`config.mk`:
```
export PLATFORM = sky130hd
export DESIGN_NAME = pulse_saw_sound_generator
export DESIGN_NICKNAME = d
export VERILOG_FILES = /design/src/rtl/psg_pkg.sv /design/src/rtl/pulse_saw_sound_generator.sv /design/src/rtl/psg_decode.sv /design/src/rtl/psg_pulse.sv /design/src/rtl/psg_saw.sv
export VERILOG_INCLUDE_DIRS = /design/src /design/src/rtl
export SDC_FILE = /design/constraint.sdc
export NUM_CORES = 1
export LEC_CHECK = 0
export BUFFER_PORTS_ARGS = -buffer_cell sky130_fd_sc_hd__buf_2
export CAP_MARGIN = 0
export CORE_ASPECT_RATIO = 2
export CORE_MARGIN = 10
export CORE_UTILIZATION = 40
export CTS_CLUSTER_DIAMETER = 100
export DETAILED_ROUTE_END_ITERATION = 7
export PLACE_DENSITY = 0.65
export SLEW_MARGIN = 40
export SYNTH_ARGS = -nofsm -noshare
export SYNTH_HDL_FRONTEND = slang
export SYNTH_SLANG_ARGS = --single-unit
```
`constraint.sdc`:
```
create_clock -name clk -period 5.1 [get_ports clk]
set_clock_uncertainty 0.05 [all_clocks]
set_input_delay 0.255 -clock clk [delete_from_list [all_inputs] [get_ports clk]]
set_output_delay 0.255 -clock clk [all_outputs]
set_load 0.02 [all_outputs]
```
`src/rtl/assert_macros.svh`:
```
// Assertion macros shared by the sound generator RTL.
`ifndef ASSERT_MACROS_SVH
`define ASSERT_MACROS_SVH

// Check a condition at every clock edge out of reset.
`define ASSERT_ALWAYS(label, prop, msg) \
  label: assert property (@(posedge clk) disable iff (!rst_n) (prop)) else $error(msg);

// Check that a condition holds in the cycle after a trigger.
`define ASSERT_NEXT(label, ante, cons, msg) \
  label: assert property (@(posedge clk) disable iff (!rst_n) (ante) |=> (cons)) else $error(msg);

`endif

```
`src/rtl/psg_pkg.sv`:
```
// Shared constants and types of the pulse and saw sound generator.
package psg_pkg;

  localparam int ADDR_W   = 16;
  localparam int DATA_W   = 8;
  localparam int VOL_W    = 4;
  localparam int DUTY_W   = 3;
  localparam int PERIOD_W = 12;
  localparam int TIMER_W  = 13;
  localparam int PHASE_W  = 4;
  localparam int RATE_W   = 6;
  localparam int SAW_W    = 8;

  localparam logic ACT_WRITE = 1'b0;
  localparam logic ACT_TICK  = 1'b1;

  localparam logic [3:0] PAGE_PULSE_ONE = 4'h9;
  localparam logic [3:0] PAGE_PULSE_TWO = 4'hA;
  localparam logic [3:0] PAGE_SAW       = 4'hB;

  localparam logic [1:0] REG_CTRL      = 2'd0;
  localparam logic [1:0] REG_PERIOD_LO = 2'd1;
  localparam logic [1:0] REG_PERIOD_HI = 2'd2;

  localparam logic [PHASE_W-1:0] SAW_PHASE_END = 4'd14;

  typedef struct packed {
    logic ctrl;
    logic per_lo;
    logic per_hi;
  } psg_wr_t;

endpackage

```
`src/rtl/pulse_saw_sound_generator.sv`:
```
// Top level of the pulse and saw sound generator.
//
//   port group | direction | transfer when         | payload
//   in_        | in        | in_valid & !in_stall  | action, address, data
//   out_       | out       | out_valid & !out_stall| pulse_one/two_level, saw_level
//   cfg_       | in        | cfg_write_en          | line_swap
//
// One transfer per cycle on each side unless a stall holds it; each item yields one result.
// The item register feeds channel update logic that writes the result register.
// Reset is synchronous, active low; all channel state returns to its power-up values.
// A stalled result holds; the input stalls once the item register is also full.
`include "assert_macros.svh"
module pulse_saw_sound_generator (
  input  logic                        clk,
  input  logic                        rst_n,
  input  logic                        in_valid,
  output logic                        in_stall,
  input  logic                        in_action,
  input  logic [psg_pkg::ADDR_W-1:0]  in_address,
  input  logic [psg_pkg::DATA_W-1:0]  in_data,
  output logic                        out_valid,
  input  logic                        out_stall,
  output logic [psg_pkg::VOL_W-1:0]   out_pulse_one_level,
  output logic [psg_pkg::VOL_W-1:0]   out_pulse_two_level,
  output logic [psg_pkg::SAW_W-1:0]   out_saw_level,
  input  logic                        cfg_write_en,
  input  logic                        cfg_wdata
);
  import psg_pkg::*;

  logic               line_swap_r;
  logic               s1_valid_r, s1_valid_nxt;
  logic               s1_action_r;
  logic [ADDR_W-1:0]  s1_address_r;
  logic [DATA_W-1:0]  s1_data_r;
  logic               out_valid_r, out_valid_nxt;
  logic [VOL_W-1:0]   p1_level_r, p2_level_r, p1_level_nxt, p2_level_nxt;
  logic [SAW_W-1:0]   saw_level_r, saw_level_nxt;
  logic               adv, tick, wr_en;
  psg_wr_t            wr_p1, wr_p2, wr_saw;

  assign in_stall      = s1_valid_r && out_valid_r && out_stall;
  assign adv           = s1_valid_r && !(out_valid_r && out_stall);
  assign tick          = adv && s1_action_r == ACT_TICK;
  assign wr_en         = adv && s1_action_r == ACT_WRITE;
  assign s1_valid_nxt  = in_stall ? s1_valid_r : in_valid;
  assign out_valid_nxt = adv || (out_valid_r && out_stall);

  psg_decode u_decode (
    .wr_en        (wr_en),
    .address      (s1_address_r),
    .line_swap    (line_swap_r),
    .wr_pulse_one (wr_p1),
    .wr_pulse_two (wr_p2),
    .wr_saw       (wr_saw)
  );

  psg_pulse u_pulse_one (
    .clk       (clk),
    .rst_n     (rst_n),
    .tick      (tick),
    .wr        (wr_p1),
    .data      (s1_data_r),
    .level_nxt (p1_level_nxt)
  );

  psg_pulse u_pulse_two (
    .clk       (clk),
    .rst_n     (rst_n),
    .tick      (tick),
    .wr        (wr_p2),
    .data      (s1_data_r),
    .level_nxt (p2_level_nxt)
  );

  psg_saw u_saw (
    .clk       (clk),
    .rst_n     (rst_n),
    .tick      (tick),
    .wr        (wr_saw),
    .data      (s1_data_r),
    .level_nxt (saw_level_nxt)
  );

  always_ff @(posedge clk) begin
    if (!rst_n) begin
      line_swap_r <= 1'b0;
      s1_valid_r  <= 1'b0;
      out_valid_r <= 1'b0;
    end else begin
      if (cfg_write_en) begin
        line_swap_r <= cfg_wdata;
      end
      s1_valid_r  <= s1_valid_nxt;
      out_valid_r <= out_valid_nxt;
    end
  end

  always_ff @(posedge clk) begin
    if (in_valid && !in_stall) begin
      s1_action_r  <= in_action;
      s1_address_r <= in_address;
      s1_data_r    <= in_data;
    end
    if (adv) begin
      p1_level_r  <= p1_level_nxt;
      p2_level_r  <= p2_level_nxt;
      saw_level_r <= saw_level_nxt;
    end
  end

  assign out_valid           = out_valid_r;
  assign out_pulse_one_level = p1_level_r;
  assign out_pulse_two_level = p2_level_r;
  assign out_saw_level       = saw_level_r;

  `ASSERT_ALWAYS(a_stall_only_full, !in_stall || s1_valid_r, "input stalled with empty stage")
  `ASSERT_NEXT(a_adv_gives_result, adv, out_valid_r, "processed item left no result")
  `ASSERT_NEXT(a_no_adv_no_new, !adv && !out_stall, !out_valid_r, "result without item")

endmodule

```
`src/rtl/psg_decode.sv`:
```
// Register write decode with optional swap of address lines A0 and A1.
module psg_decode (
  input  logic                        wr_en,
  input  logic [psg_pkg::ADDR_W-1:0]  address,
  input  logic                        line_swap,
  output psg_pkg::psg_wr_t            wr_pulse_one,
  output psg_pkg::psg_wr_t            wr_pulse_two,
  output psg_pkg::psg_wr_t            wr_saw
);
  import psg_pkg::*;

  logic [1:0] lo;
  logic [3:0] page;
  psg_wr_t    sel;

  assign page = address[ADDR_W-1 -: 4];
  assign lo   = line_swap ? {address[0], address[1]} : address[1:0];

  always_comb begin
    sel = '0;
    case (lo)
      REG_CTRL:      sel.ctrl   = 1'b1;
      REG_PERIOD_LO: sel.per_lo = 1'b1;
      REG_PERIOD_HI: sel.per_hi = 1'b1;
      default:       sel        = '0;
    endcase
  end

  assign wr_pulse_one = (wr_en && page == PAGE_PULSE_ONE) ? sel : '0;
  assign wr_pulse_two = (wr_en && page == PAGE_PULSE_TWO) ? sel : '0;
  assign wr_saw       = (wr_en && page == PAGE_SAW)       ? sel : '0;

endmodule

```
`src/rtl/psg_pulse.sv`:
```
// One pulse channel: registers, divider timer, duty phase and output level.
`include "assert_macros.svh"
module psg_pulse (
  input  logic                        clk,
  input  logic                        rst_n,
  input  logic                        tick,
  input  psg_pkg::psg_wr_t            wr,
  input  logic [psg_pkg::DATA_W-1:0]  data,
  output logic [psg_pkg::VOL_W-1:0]   level_nxt
);
  import psg_pkg::*;

  logic [VOL_W-1:0]    volume_r, volume_nxt;
  logic [DUTY_W-1:0]   duty_r, duty_nxt;
  logic                constant_r, constant_nxt;
  logic [PERIOD_W-1:0] period_r, period_nxt;
  logic                enable_r, enable_nxt;
  logic [TIMER_W-1:0]  timer_r, timer_nxt, timer_dec;
  logic [PHASE_W-1:0]  phase_r, phase_nxt;
  logic [VOL_W-1:0]    out_r, out_nxt;

  assign timer_dec = timer_r - 1'b1;

  always_comb begin
    volume_nxt   = volume_r;
    duty_nxt     = duty_r;
    constant_nxt = constant_r;
    period_nxt   = period_r;
    enable_nxt   = enable_r;
    timer_nxt    = timer_r;
    phase_nxt    = phase_r;
    out_nxt      = out_r;
    if (tick) begin
      timer_nxt = timer_dec;
      if (timer_dec == '0) begin
        phase_nxt = phase_r + 1'b1;
        timer_nxt = {1'b0, period_r} + 1'b1;
        if (enable_r) begin
          out_nxt = (constant_r || phase_nxt <= {1'b0, duty_r}) ? volume_r : '0;
        end
      end
      if (!enable_r) begin
        out_nxt = '0;
      end
    end
    if (wr.ctrl) begin
      volume_nxt   = data[VOL_W-1:0];
      duty_nxt     = data[6:4];
      constant_nxt = data[7];
    end
    if (wr.per_lo) begin
      period_nxt[7:0] = data;
    end
    if (wr.per_hi) begin
      period_nxt[PERIOD_W-1:8] = data[3:0];
      enable_nxt               = data[7];
    end
  end

  always_ff @(posedge clk) begin
    if (!rst_n) begin
      volume_r   <= '0;
      duty_r     <= DUTY_W'(1);
      constant_r <= 1'b0;
      period_r   <= '0;
      enable_r   <= 1'b0;
      timer_r    <= TIMER_W'(1);
      phase_r    <= '0;
      out_r      <= '0;
    end else begin
      volume_r   <= volume_nxt;
      duty_r     <= duty_nxt;
      constant_r <= constant_nxt;
      period_r   <= period_nxt;
      enable_r   <= enable_nxt;
      timer_r    <= timer_nxt;
      phase_r    <= phase_nxt;
      out_r      <= out_nxt;
    end
  end

  assign level_nxt = out_nxt;

  `ASSERT_ALWAYS(a_pulse_timer_live, timer_r != '0, "pulse timer stuck at zero")
  `ASSERT_NEXT(a_pulse_off_silent, tick && !enable_r, out_r == '0, "disabled pulse not silent")

endmodule

```
`src/rtl/psg_saw.sv`:
```
// Sawtooth channel: registers, divider timer, 14-phase accumulator and level.
`include "assert_macros.svh"
module psg_saw (
  input  logic                        clk,
  input  logic                        rst_n,
  input  logic                        tick,
  input  psg_pkg::psg_wr_t            wr,
  input  logic [psg_pkg::DATA_W-1:0]  data,
  output logic [psg_pkg::SAW_W-1:0]   level_nxt
);
  import psg_pkg::*;

  logic [RATE_W-1:0]   rate_r, rate_nxt;
  logic [PERIOD_W-1:0] period_r, period_nxt;
  logic                enable_r, enable_nxt;
  logic [TIMER_W-1:0]  timer_r, timer_nxt, timer_dec;
  logic [PHASE_W-1:0]  phase_r, phase_nxt, phase_inc;
  logic [SAW_W-1:0]    accum_r, accum_nxt, accum_add;
  logic [SAW_W-1:0]    out_r, out_nxt;

  assign timer_dec = timer_r - 1'b1;
  assign phase_inc = phase_r + 1'b1;
  assign accum_add = (phase_r != '0 && !phase_r[0]) ?
                     accum_r + {{(SAW_W-RATE_W){1'b0}}, rate_r} : accum_r;

  always_comb begin
    rate_nxt   = rate_r;
    period_nxt = period_r;
    enable_nxt = enable_r;
    timer_nxt  = timer_r;
    phase_nxt  = phase_r;
    accum_nxt  = accum_r;
    out_nxt    = out_r;
    if (tick) begin
      timer_nxt = timer_dec;
      if (timer_dec == '0) begin
        timer_nxt = {1'b0, period_r} + 1'b1;
        if (phase_inc == SAW_PHASE_END) begin
          phase_nxt = '0;
          accum_nxt = '0;
        end else begin
          phase_nxt = phase_inc;
          accum_nxt = accum_add;
        end
        if (enable_r) begin
          out_nxt = accum_nxt;
        end
      end
    end
    if (wr.ctrl) begin
      rate_nxt = data[RATE_W-1:0];
    end
    if (wr.per_lo) begin
      period_nxt[7:0] = data;
    end
    if (wr.per_hi) begin
      period_nxt[PERIOD_W-1:8] = data[3:0];
      enable_nxt               = data[7];
    end
  end

  always_ff @(posedge clk) begin
    if (!rst_n) begin
      rate_r   <= '0;
      period_r <= '0;
      enable_r <= 1'b0;
      timer_r  <= TIMER_W'(1);
      phase_r  <= '0;
      accum_r  <= '0;
      out_r    <= '0;
    end else begin
      rate_r   <= rate_nxt;
      period_r <= period_nxt;
      enable_r <= enable_nxt;
      timer_r  <= timer_nxt;
      phase_r  <= phase_nxt;
      accum_r  <= accum_nxt;
      out_r    <= out_nxt;
    end
  end

  assign level_nxt = out_nxt;

  `ASSERT_ALWAYS(a_saw_phase_range, phase_r < SAW_PHASE_END, "saw phase past cycle end")
  `ASSERT_ALWAYS(a_saw_timer_live, timer_r != '0, "saw timer stuck at zero")
  `ASSERT_NEXT(a_saw_off_hold, !enable_r, $stable(out_r), "disabled saw level moved")

endmodule

```
==> results.txt, run 1 <==
Core Footprint: 21,600 um2
power density cells: 309 nW/um2
row count: 76
area growth from synthesis to layout: 13.8%
kind of critical path: register to register
Synth cell types: 79
Mapped Nets: 1,022
Slew @ Worst Pin: 0.827 ns
dominant cells by area after synthesis: dfxtp_1 (32%), edfxtp_1 (11%), mux2i_1 (8.1%)
Starting Density: 40.7%
Commonest cells post-synth: dfxtp_1 (139), nor2_1 (123), nand2_1 (80)
Port Buffer Count: 38
Final Slew Violations: 0
# diodes: 0
first-pass iteration count of the detailed router: 4
crit start category: register
Detailed Route Iter0 Violations: 317
DR WL/cell: 16.9 um
first-pass GRT wire length: 35,500 um
number of synthesized register bits: 170
via-per-instance ratio: 5.56
sequential share of the synthesized area: 42.3%
uppermost layer routed: met4
Design Power: 3.08 mW
Worst VDD drop: 0.282 mV
RSZ-0062 raised after global routing: false
worst hold stages: 3
vias in the first global route: 7,013
Fill cells: 2,001
syn_area_per_cell: 9.11 um2
largest net degree at the start of global routing: 83
WP data arrival: 3.55 ns
Leak: 3.96 nW
Reg clk slew, reported paths: 0.07 ns
RePlAce Congestion: 0.849
Crit path required time: 5.39 ns
Num CTS Buffers: 17
IO Count: 49
Slew HR: 44.7%
Root Driver: clkbuf_16
most frequent cell after synthesis: dfxtp_1
yosys warns: 0
Final #Nets: 1,055
Yosys top cell area share: 31.7%
Min-Delay Path Class: input port to register
Post-Syn Area: 8780 um2
H-tree Lvls: 4
clock sinks: 170
layout cell share with drive strength beyond 1: 10.5%
Die ar.: 28,600 um2
total congestion overflow: 0
final WL: 21,700 um
fmax: 307 MHz
antenna violations before repair: 0
FF-to-FF path depth: 9
Die Y: 230 um
minimum clock period: 3.25 ns
vias after detailed routing: 7,136
Post-synth top flop: dfxtp_1
met3 wire length: 641 um
critical path peak fanout: 11
cell taking the most area after synthesis: dfxtp_1
clk buf depth: 2
Final Hold Fails: 0
setup tns final: 0 ns
Resized Gates After CTS: 0
DRC errors left: 0
DP HPWL: 15,200 um
Final Hold Slack: 0.0165 ns
TritonCTS clock tree: built
Async SR Flop Fraction: 0%
multi-input logic area: 4780 um2
outcome: completed
Worst Setup End Kind: register
clk_lat worst skew: 0.44 ns
M1 WL: 8320 um
number of enable flip-flop cells after synthesis: 31
Tcrit/Tclk final: 63.8%
register area: 3710 um2
Total GRT Usage: 15.0%
Routed Antenna Nets: 0
# setup viols final: 0
post-synthesis cell count: 964
Max Cap Viol: 0
Die Width: 125 um
met2 routed WL: 12,100 um
state kept, by name, indices dropped and copies added, names as in the netlist, 3 cells and up:
register,count
u_pulse_one.phase_r,4
out_pulse_one_level,4
u_pulse_one.timer_r,13
u_pulse_two.volume_r,4
u_saw.phase_r,4
u_pulse_one.out_r,4
u_pulse_two.period_r,12
s1_address_r,6
u_saw.out_r,8
u_saw.timer_r,13
u_pulse_one.duty_r,3
u_saw.period_r,12
u_pulse_two.out_r,4
u_saw.rate_r,6
out_pulse_two_level,4
u_pulse_one.period_r,12
u_saw.accum_r,8
u_pulse_one.volume_r,4
u_pulse_two.phase_r,4
u_pulse_two.timer_r,13
s1_data_r,8
u_pulse_two.duty_r,3
out_saw_level,8
final timing paths:
check | from | endpoint | slack [ns]
setup / recovery | u_pulse_two.timer_r[0]$_SDFFE_PN1P_ | u_pulse_two.timer_r[10]$_SDFFE_PN0P_ | 1.85
hold / removal | cfg_write_en | line_swap_r$_SDFFE_PN0P_ | 0.02
setup reg to reg | u_pulse_two.timer_r[0]$_SDFFE_PN1P_ | u_pulse_two.timer_r[10]$_SDFFE_PN0P_ | 1.85
hold reg to reg | u_saw.out_r[1]$_SDFF_PN0_ | u_saw.out_r[1]$_SDFF_PN0_ | 0.42
report_power, final:
part	internal (mW)	total, mW	switching [mW]
clock network	0.722	1.32	0.596
logic	0.119	0.340	0.221
registers	1.39	1.42	0.0359
worst max-delay path, stage by stage (launching register included):
cell	delay [ns]
dfxtp_1	0.42
inv_1	0.12
ha_1	0.27
or3b_1	0.50
nand4b_1	0.27
xnor2_1	0.19
or3_1	0.32
nor3_2	0.56
a211oi_1	0.16
a311oi_1	0.29
cell usage in the layout, fill, tap and decap left out, drive strengths merged, types with 4 or more instances in the layout:
cell	netlist	final
o31ai	5	5
nor2b	10	10
a211oi	15	15
clkbuf	40	18
xor2	23	23
and4	7	7
nand2	81	81
nor4	10	10
mux2	6	6
a22o	5	5
mux2i	71	71
or3	5	5
clkinv	0	6
dlygate4sd3	0	17
edfxtp	31	31
a21oi	41	41
nor3	32	32
nand4	14	14
a31oi	7	7
nor3b	6	6
o21ai	38	38
nor2	123	123
and3	9	9
or4	5	5
nand3	40	40
dfxtp	139	139
a32o	4	4
and2	10	10
o211ai	6	6
nand4b	5	5
nand2b	7	7
o21a	9	9
inv	26	32
nor4b	6	6
buf	10	47
ha	26	26
a21o	5	5
xnor2	37	37
cell type report:
class / instances / area share (%)
multi-input combinational: 718 / 47.9
sequential: 170 / 37.2
timing repair buffer: 64 / 4.52
clock buffer: 18 / 4.51
tap: 273 / 3.42
clock inverter: 14 / 1.53
inverter: 26 / 0.989
through the flow:
| stage | util [%] | worst slack (ns) | instances | cell area [um2] |
|---|---|---|---|---|
| 4_1_cts | 46.1 | 1.89 | 1282 | 9950 |
| 3_3_place_gp | 42.5 | 1.94 | 1233 | 9170 |
| 2_1_floorplan | - | 1.71 | 964 | 8780 |
| 3_5_place_dp | 42.5 | 1.91 | 1233 | 9180 |
| 5_1_grt | 46.3 | 1.55 | 1283 | 9990 |
| 6_report | 46.3 | 1.85 | 1283 | 9990 |
kinds of logic after synthesis:
group                    after synthesis  synth area share, %
AO/OA/AOI/OAI                        172                 13.3
AND/OR/NAND/NOR                      382                 22.2
adder cells (fa/ha/maj)               27                 3.93
flip-flops                           170                 42.3
buffers and inverters                 76                 3.48
XOR/XNOR                              60                 5.98
multiplexers                          77                 8.86
routing by layer:
metal	up-vias	track usage [%]
met5	-	0
met4	0	7.83
met3	47	2.68
met2	127	28.4
met1	3428	15.0
li1	3534	-
repair_timing:
action                                  CTS  global route
endpoints found under the setup margin    0             0
setup buffers                             0             0
hold buffers                             17             0
endpoints found under the hold margin    17             0
Power figures use the tool's default switching activity.
==> run 2, diff against run 1 <==
--- a/config.mk
+++ b/config.mk
@@ -6,6 +6,7 @@
 export SDC_FILE = /design/constraint.sdc
 export NUM_CORES = 1
 export LEC_CHECK = 0
+export ABC_AREA = 1
 export BUFFER_PORTS_ARGS = -buffer_cell sky130_fd_sc_hd__buf_2
 export CAP_MARGIN = 0
 export CORE_ASPECT_RATIO = 2
==> constraint.sdc (replaced) <==
create_clock -name clk -period 3.4 [get_ports clk]
set_clock_uncertainty 0.05 [all_clocks]
set_input_delay 0.17 -clock clk [delete_from_list [all_inputs] [get_ports clk]]
set_output_delay 0.17 -clock clk [all_outputs]
set_load 0.02 [all_outputs]
==> run 2 against run 1 <==
Clock power up 40%. Final area is 4.8% higher. Global-route usage is 0.88 points higher. Core utilization is 0.22 points lower. Non-clock buffer count rose by 4. Critical path type unchanged. Flip-flop and latch count unchanged. First-iteration DRC count rose by 46%. Largest power group unchanged.
==> results.txt, run 2 <==
Switching Fraction: 29.6% (was 27.7%)
Routed Antenna Nets: 0 (unchanged)
critical path peak fanout: 5 (was 11)
post-CTS setup buffer count: 0 (unchanged)
dominant cells by area after synthesis: dfxtp_1 (30%), nand2_1 (13%), edfxtp_1 (10%) (was dfxtp_1 (32%), edfxtp_1 (11%), mux2i_1 (8.1%))
cell taking the most area after synthesis: dfxtp_1 (unchanged)
vias after detailed routing: 8,283 (was 7,136)
IO Count: 49 (unchanged)
number of enable flip-flop cells after synthesis: 31 (unchanged)
setup ws final: 0.909 ns (was 1.85 ns)
combinational family with the most area after synthesis: simple AND/OR/NAND/NOR gates (unchanged)
Post-Syn Area: 9270 um2 (was 8780 um2)
Comb pwr share: 15.7% (was 11.0%)
FF-to-FF End: out_saw_level[6]$_DFFE_PP_ (was u_pulse_two.timer_r[10]$_SDFFE_PN0P_)
most common cell after layout, fill and taps aside: nand2_1 (was dfxtp_1)
minimum clock period: 2.49 ns (was 3.25 ns)
Min-Delay Path Class: input port to register (unchanged)
most frequent cell after synthesis: nand2_1 (was dfxtp_1)
Total GRT Usage: 15.8% (was 15.0%)
via-per-instance ratio: 5.05 (was 5.56)
dpl ws: 0.919 ns (was 1.91 ns)
sequential share of power: 45.4% (was 46.2%)
Pint: 3.34 mW (was 2.23 mW)
Core Footprint: 22,700 um2 (was 21,600 um2)
RSZ-0062 raised after global routing: false (unchanged)
P_sw: 1.40 mW (was 0.853 mW)
final WL: 23,600 um (was 21,700 um)
kind of critical path: register to register (unchanged)
Starting Density: 40.8% (was 40.7%)
Post-Synth Simple-Gate Area: 31.8% (was 22.2%)
post-synthesis cell count: 1,300 (was 964)
Detailed Route Iter0 Violations: 462 (was 317)
Reg2Reg Setup Slack: 0.91 ns (was 1.85 ns)
adder-cell share of the synthesized area: 3.72% (was 3.93%)
number of synthesized register bits: 170 (unchanged)
most frequent cells in the layout: nand2_1 (312), nor2_1 (144), inv_1 (142) (was dfxtp_1 (139), nor2_1 (123), nand2_1 (80))
antenna violations before repair: 0 (unchanged)
DRC errors left: 0 (unchanged)
WP data arrival: 2.64 ns (was 3.55 ns)
outcome: completed (unchanged)
post-synthesis mux area share: 0.216% (was 8.86%)
Clock power frac: 38.9% (was 42.8%)
first-pass iteration count of the detailed router: 5 (was 4)
DP HPWL: 17,500 um (was 15,200 um)
Final #Nets: 1,405 (was 1,055)
Worst Setup End Kind: register (unchanged)
Commonest cells post-synth: nand2_1 (313), nor2_1 (145), inv_1 (142) (was dfxtp_1 (139), nor2_1 (123), nand2_1 (80))
total congestion overflow: 0 (unchanged)
Async SR Flop Fraction: 0% (unchanged)
Root Driver: clkbuf_16 (unchanged)
crit path from: u_saw.timer_r[0]$_SDFFE_PN1P_ (was u_pulse_two.timer_r[0]$_SDFFE_PN1P_)
Die Width: 128 um (was 125 um)
RePlAce Congestion: 0.913 (was 0.849)
sequential share of the synthesized area: 40.1% (was 42.3%)
# setup viols final: 0 (unchanged)
Slew @ Worst Pin: 0.679 ns (was 0.827 ns)
FF-to-FF path depth: 13 (was 9)
Hold EP: u_pulse_one.out_r[1]$_SDFF_PN0_ (was line_swap_r$_SDFFE_PN0P_)
Top Registers: u_pulse_one.timer_r x13, u_pulse_two.timer_r x13, u_saw.timer_r x13 (unchanged)
clk_lat worst skew: 0.44 ns (about the same)
Reg clk slew, reported paths: 0.07 ns (about the same)
Die Y: 235 um (was 230 um)
vias in the first global route: 8,039 (was 7,013)
Post-synth top flop: dfxtp_1 (unchanged)
crit start category: register (unchanged)
Hold Startpoint: rst_n (was cfg_write_en)
Max Cap Viol: 0 (unchanged)
Final Slew Violations: 0 (unchanged)
Leak: 4.54 nW (was 3.96 nW)
Die ar.: 30,000 um2 (was 28,600 um2)
worst hold stages: 3 (unchanged)
Final Hold Fails: 0 (unchanged)
Fill cells: 2,339 (was 2,001)
setup tns final: 0 ns (unchanged)
power density cells: 453 nW/um2 (was 309 nW/um2)
Tcrit/Tclk final: 73.3% (was 63.8%)
Slew HR: 54.7% (was 44.7%)
first-pass GRT wire length: 38,800 um (was 35,500 um)
TritonCTS clock tree: built (unchanged)
clock sinks: 170 (unchanged)
Synth cell types: 43 (was 79)
fmax: 401 MHz (was 307 MHz)
clk buf depth: 2 (unchanged)
syn_area_per_cell: 7.13 um2 (was 9.11 um2)
Crit path required time: 3.55 ns (was 5.39 ns)
# diodes: 0 (unchanged)
yosys warns: 0 (unchanged)
row count: 78 (was 76)
Port Buffer Count: 38 (unchanged)
DR WL/cell: 14.4 um (was 16.9 um)
layout cell share with drive strength beyond 1: 10.1% (was 10.5%)
largest net degree at the start of global routing: 72 (was 83)
H-tree Lvls: 4 (unchanged)
Mapped Nets: 1,358 (was 1,022)
Num CTS Buffers: 17 (unchanged)
XOR/XNOR Fraction of Synth Area: 4.04% (was 5.98%)
Worst VDD drop: 0.315 mV (was 0.282 mV)
area growth from synthesis to layout: 13.0% (was 13.8%)
RR Startpoint: u_saw.timer_r[0]$_SDFFE_PN1P_ (was u_pulse_two.timer_r[0]$_SDFFE_PN1P_)
Synth Area in Compound Gates: 12.2% (was 13.3%)
Yosys top cell area share: 30.0% (was 31.7%)
-- run 2: power by group through the flow --
stage | Sequential (mW) | Clock [mW] | Combinational (mW)
global route | 2.16 | 1.97 | 0.844
detailed placement | 2.20 | 0 | 0.732
CTS | 2.15 | 1.89 | 0.754
finish | 2.15 | 1.85 | 0.746
floorplan | 2.18 | 0 | 0.565
global placement | 2.20 | 0 | 0.725
-- run 2: metrics by stage --
step	instances	hold slack [ns]	cell area, um2	utilization, %	power (mW)
2_1_floorplan	1300	0.214	9270	-	2.75
4_1_cts	1640	0.298	10500	46.1	4.80
5_1_grt	1640	0.376	10500	46.1	4.97
3_5_place_dp	1589	0.298	9730	42.8	2.93
6_report	1640	0.334	10500	46.1	4.75
3_3_place_gp	1589	0.299	9730	42.8	2.92
-- run 2: logic make-up after synthesis --
group | after synthesis
adders and majority gates | 27
xor gates and xnor gates | 41
buffers and inverters | 192
DFF | 170
AOI/OAI and AO/OA | 218
and+or+nand+nor | 650
muxes | 2
-- run 2: what timing repair did --
| item | 4_1_cts | 5_1_grt |
|---|---|---|
| hold endpoints to repair | 18 | 0 |
| hold buffers | 19 | 0 |
| endpoints found under the setup margin | 0 | 0 |
| resized for setup | 0 | 0 |
-- run 2: per-layer routing --
metal | routed length (um) | global-route usage (%) | up-vias
li1 | - | - | 4318
met1 | 8770 | 15.2 | 3795
met2 | 13200 | 30.3 | 114
met3 | 595 | 2.70 | 56
met4 | 999 | 8.79 | 0
met5 | 0 | 0 | -
-- run 2: worst max path at each step --
stage | end | slack (ns) | cells past startpoint
finish | out_saw_level[6]$_DFFE_PP_ | 0.91 | 13
detailed placement | u_pulse_one.phase_r[3]$_SDFFE_PN0P_ | 0.92 | 13
global route | u_pulse_one.phase_r[3]$_SDFFE_PN0P_ | 0.62 | 13
global placement | out_saw_level[6]$_DFFE_PP_ | 0.92 | 10
floorplan | out_saw_level[7]$_DFFE_PP_ | 0.65 | 9
CTS | u_pulse_one.phase_r[3]$_SDFFE_PN0P_ | 0.89 | 13
-- run 2: area by class of cell --
type	count	area, um2	area share, %
clock inverters	14	121	1.16
multi-input cells	938	4820	46.1
flip-flops and latches	170	3710	35.5
well taps	280	350	3.34
clock buffers	18	429	4.10
repair buffers	68	463	4.42
inverters	152	572	5.46
-- run 2: critical path, cell delays in order (launching register included) --
cell and delay, ns:
dfxtp_1 0.33, inv_1 0.14, ha_1 0.26, nand2_1 0.12
nor2_1 0.15, nand2_1 0.07, nand2_1 0.05, nand2_1 0.10
nor2_1 0.27, nand4_1 0.13, nor2_1 0.24, nand4_1 0.17
nand2_1 0.13, inv_1 0.04
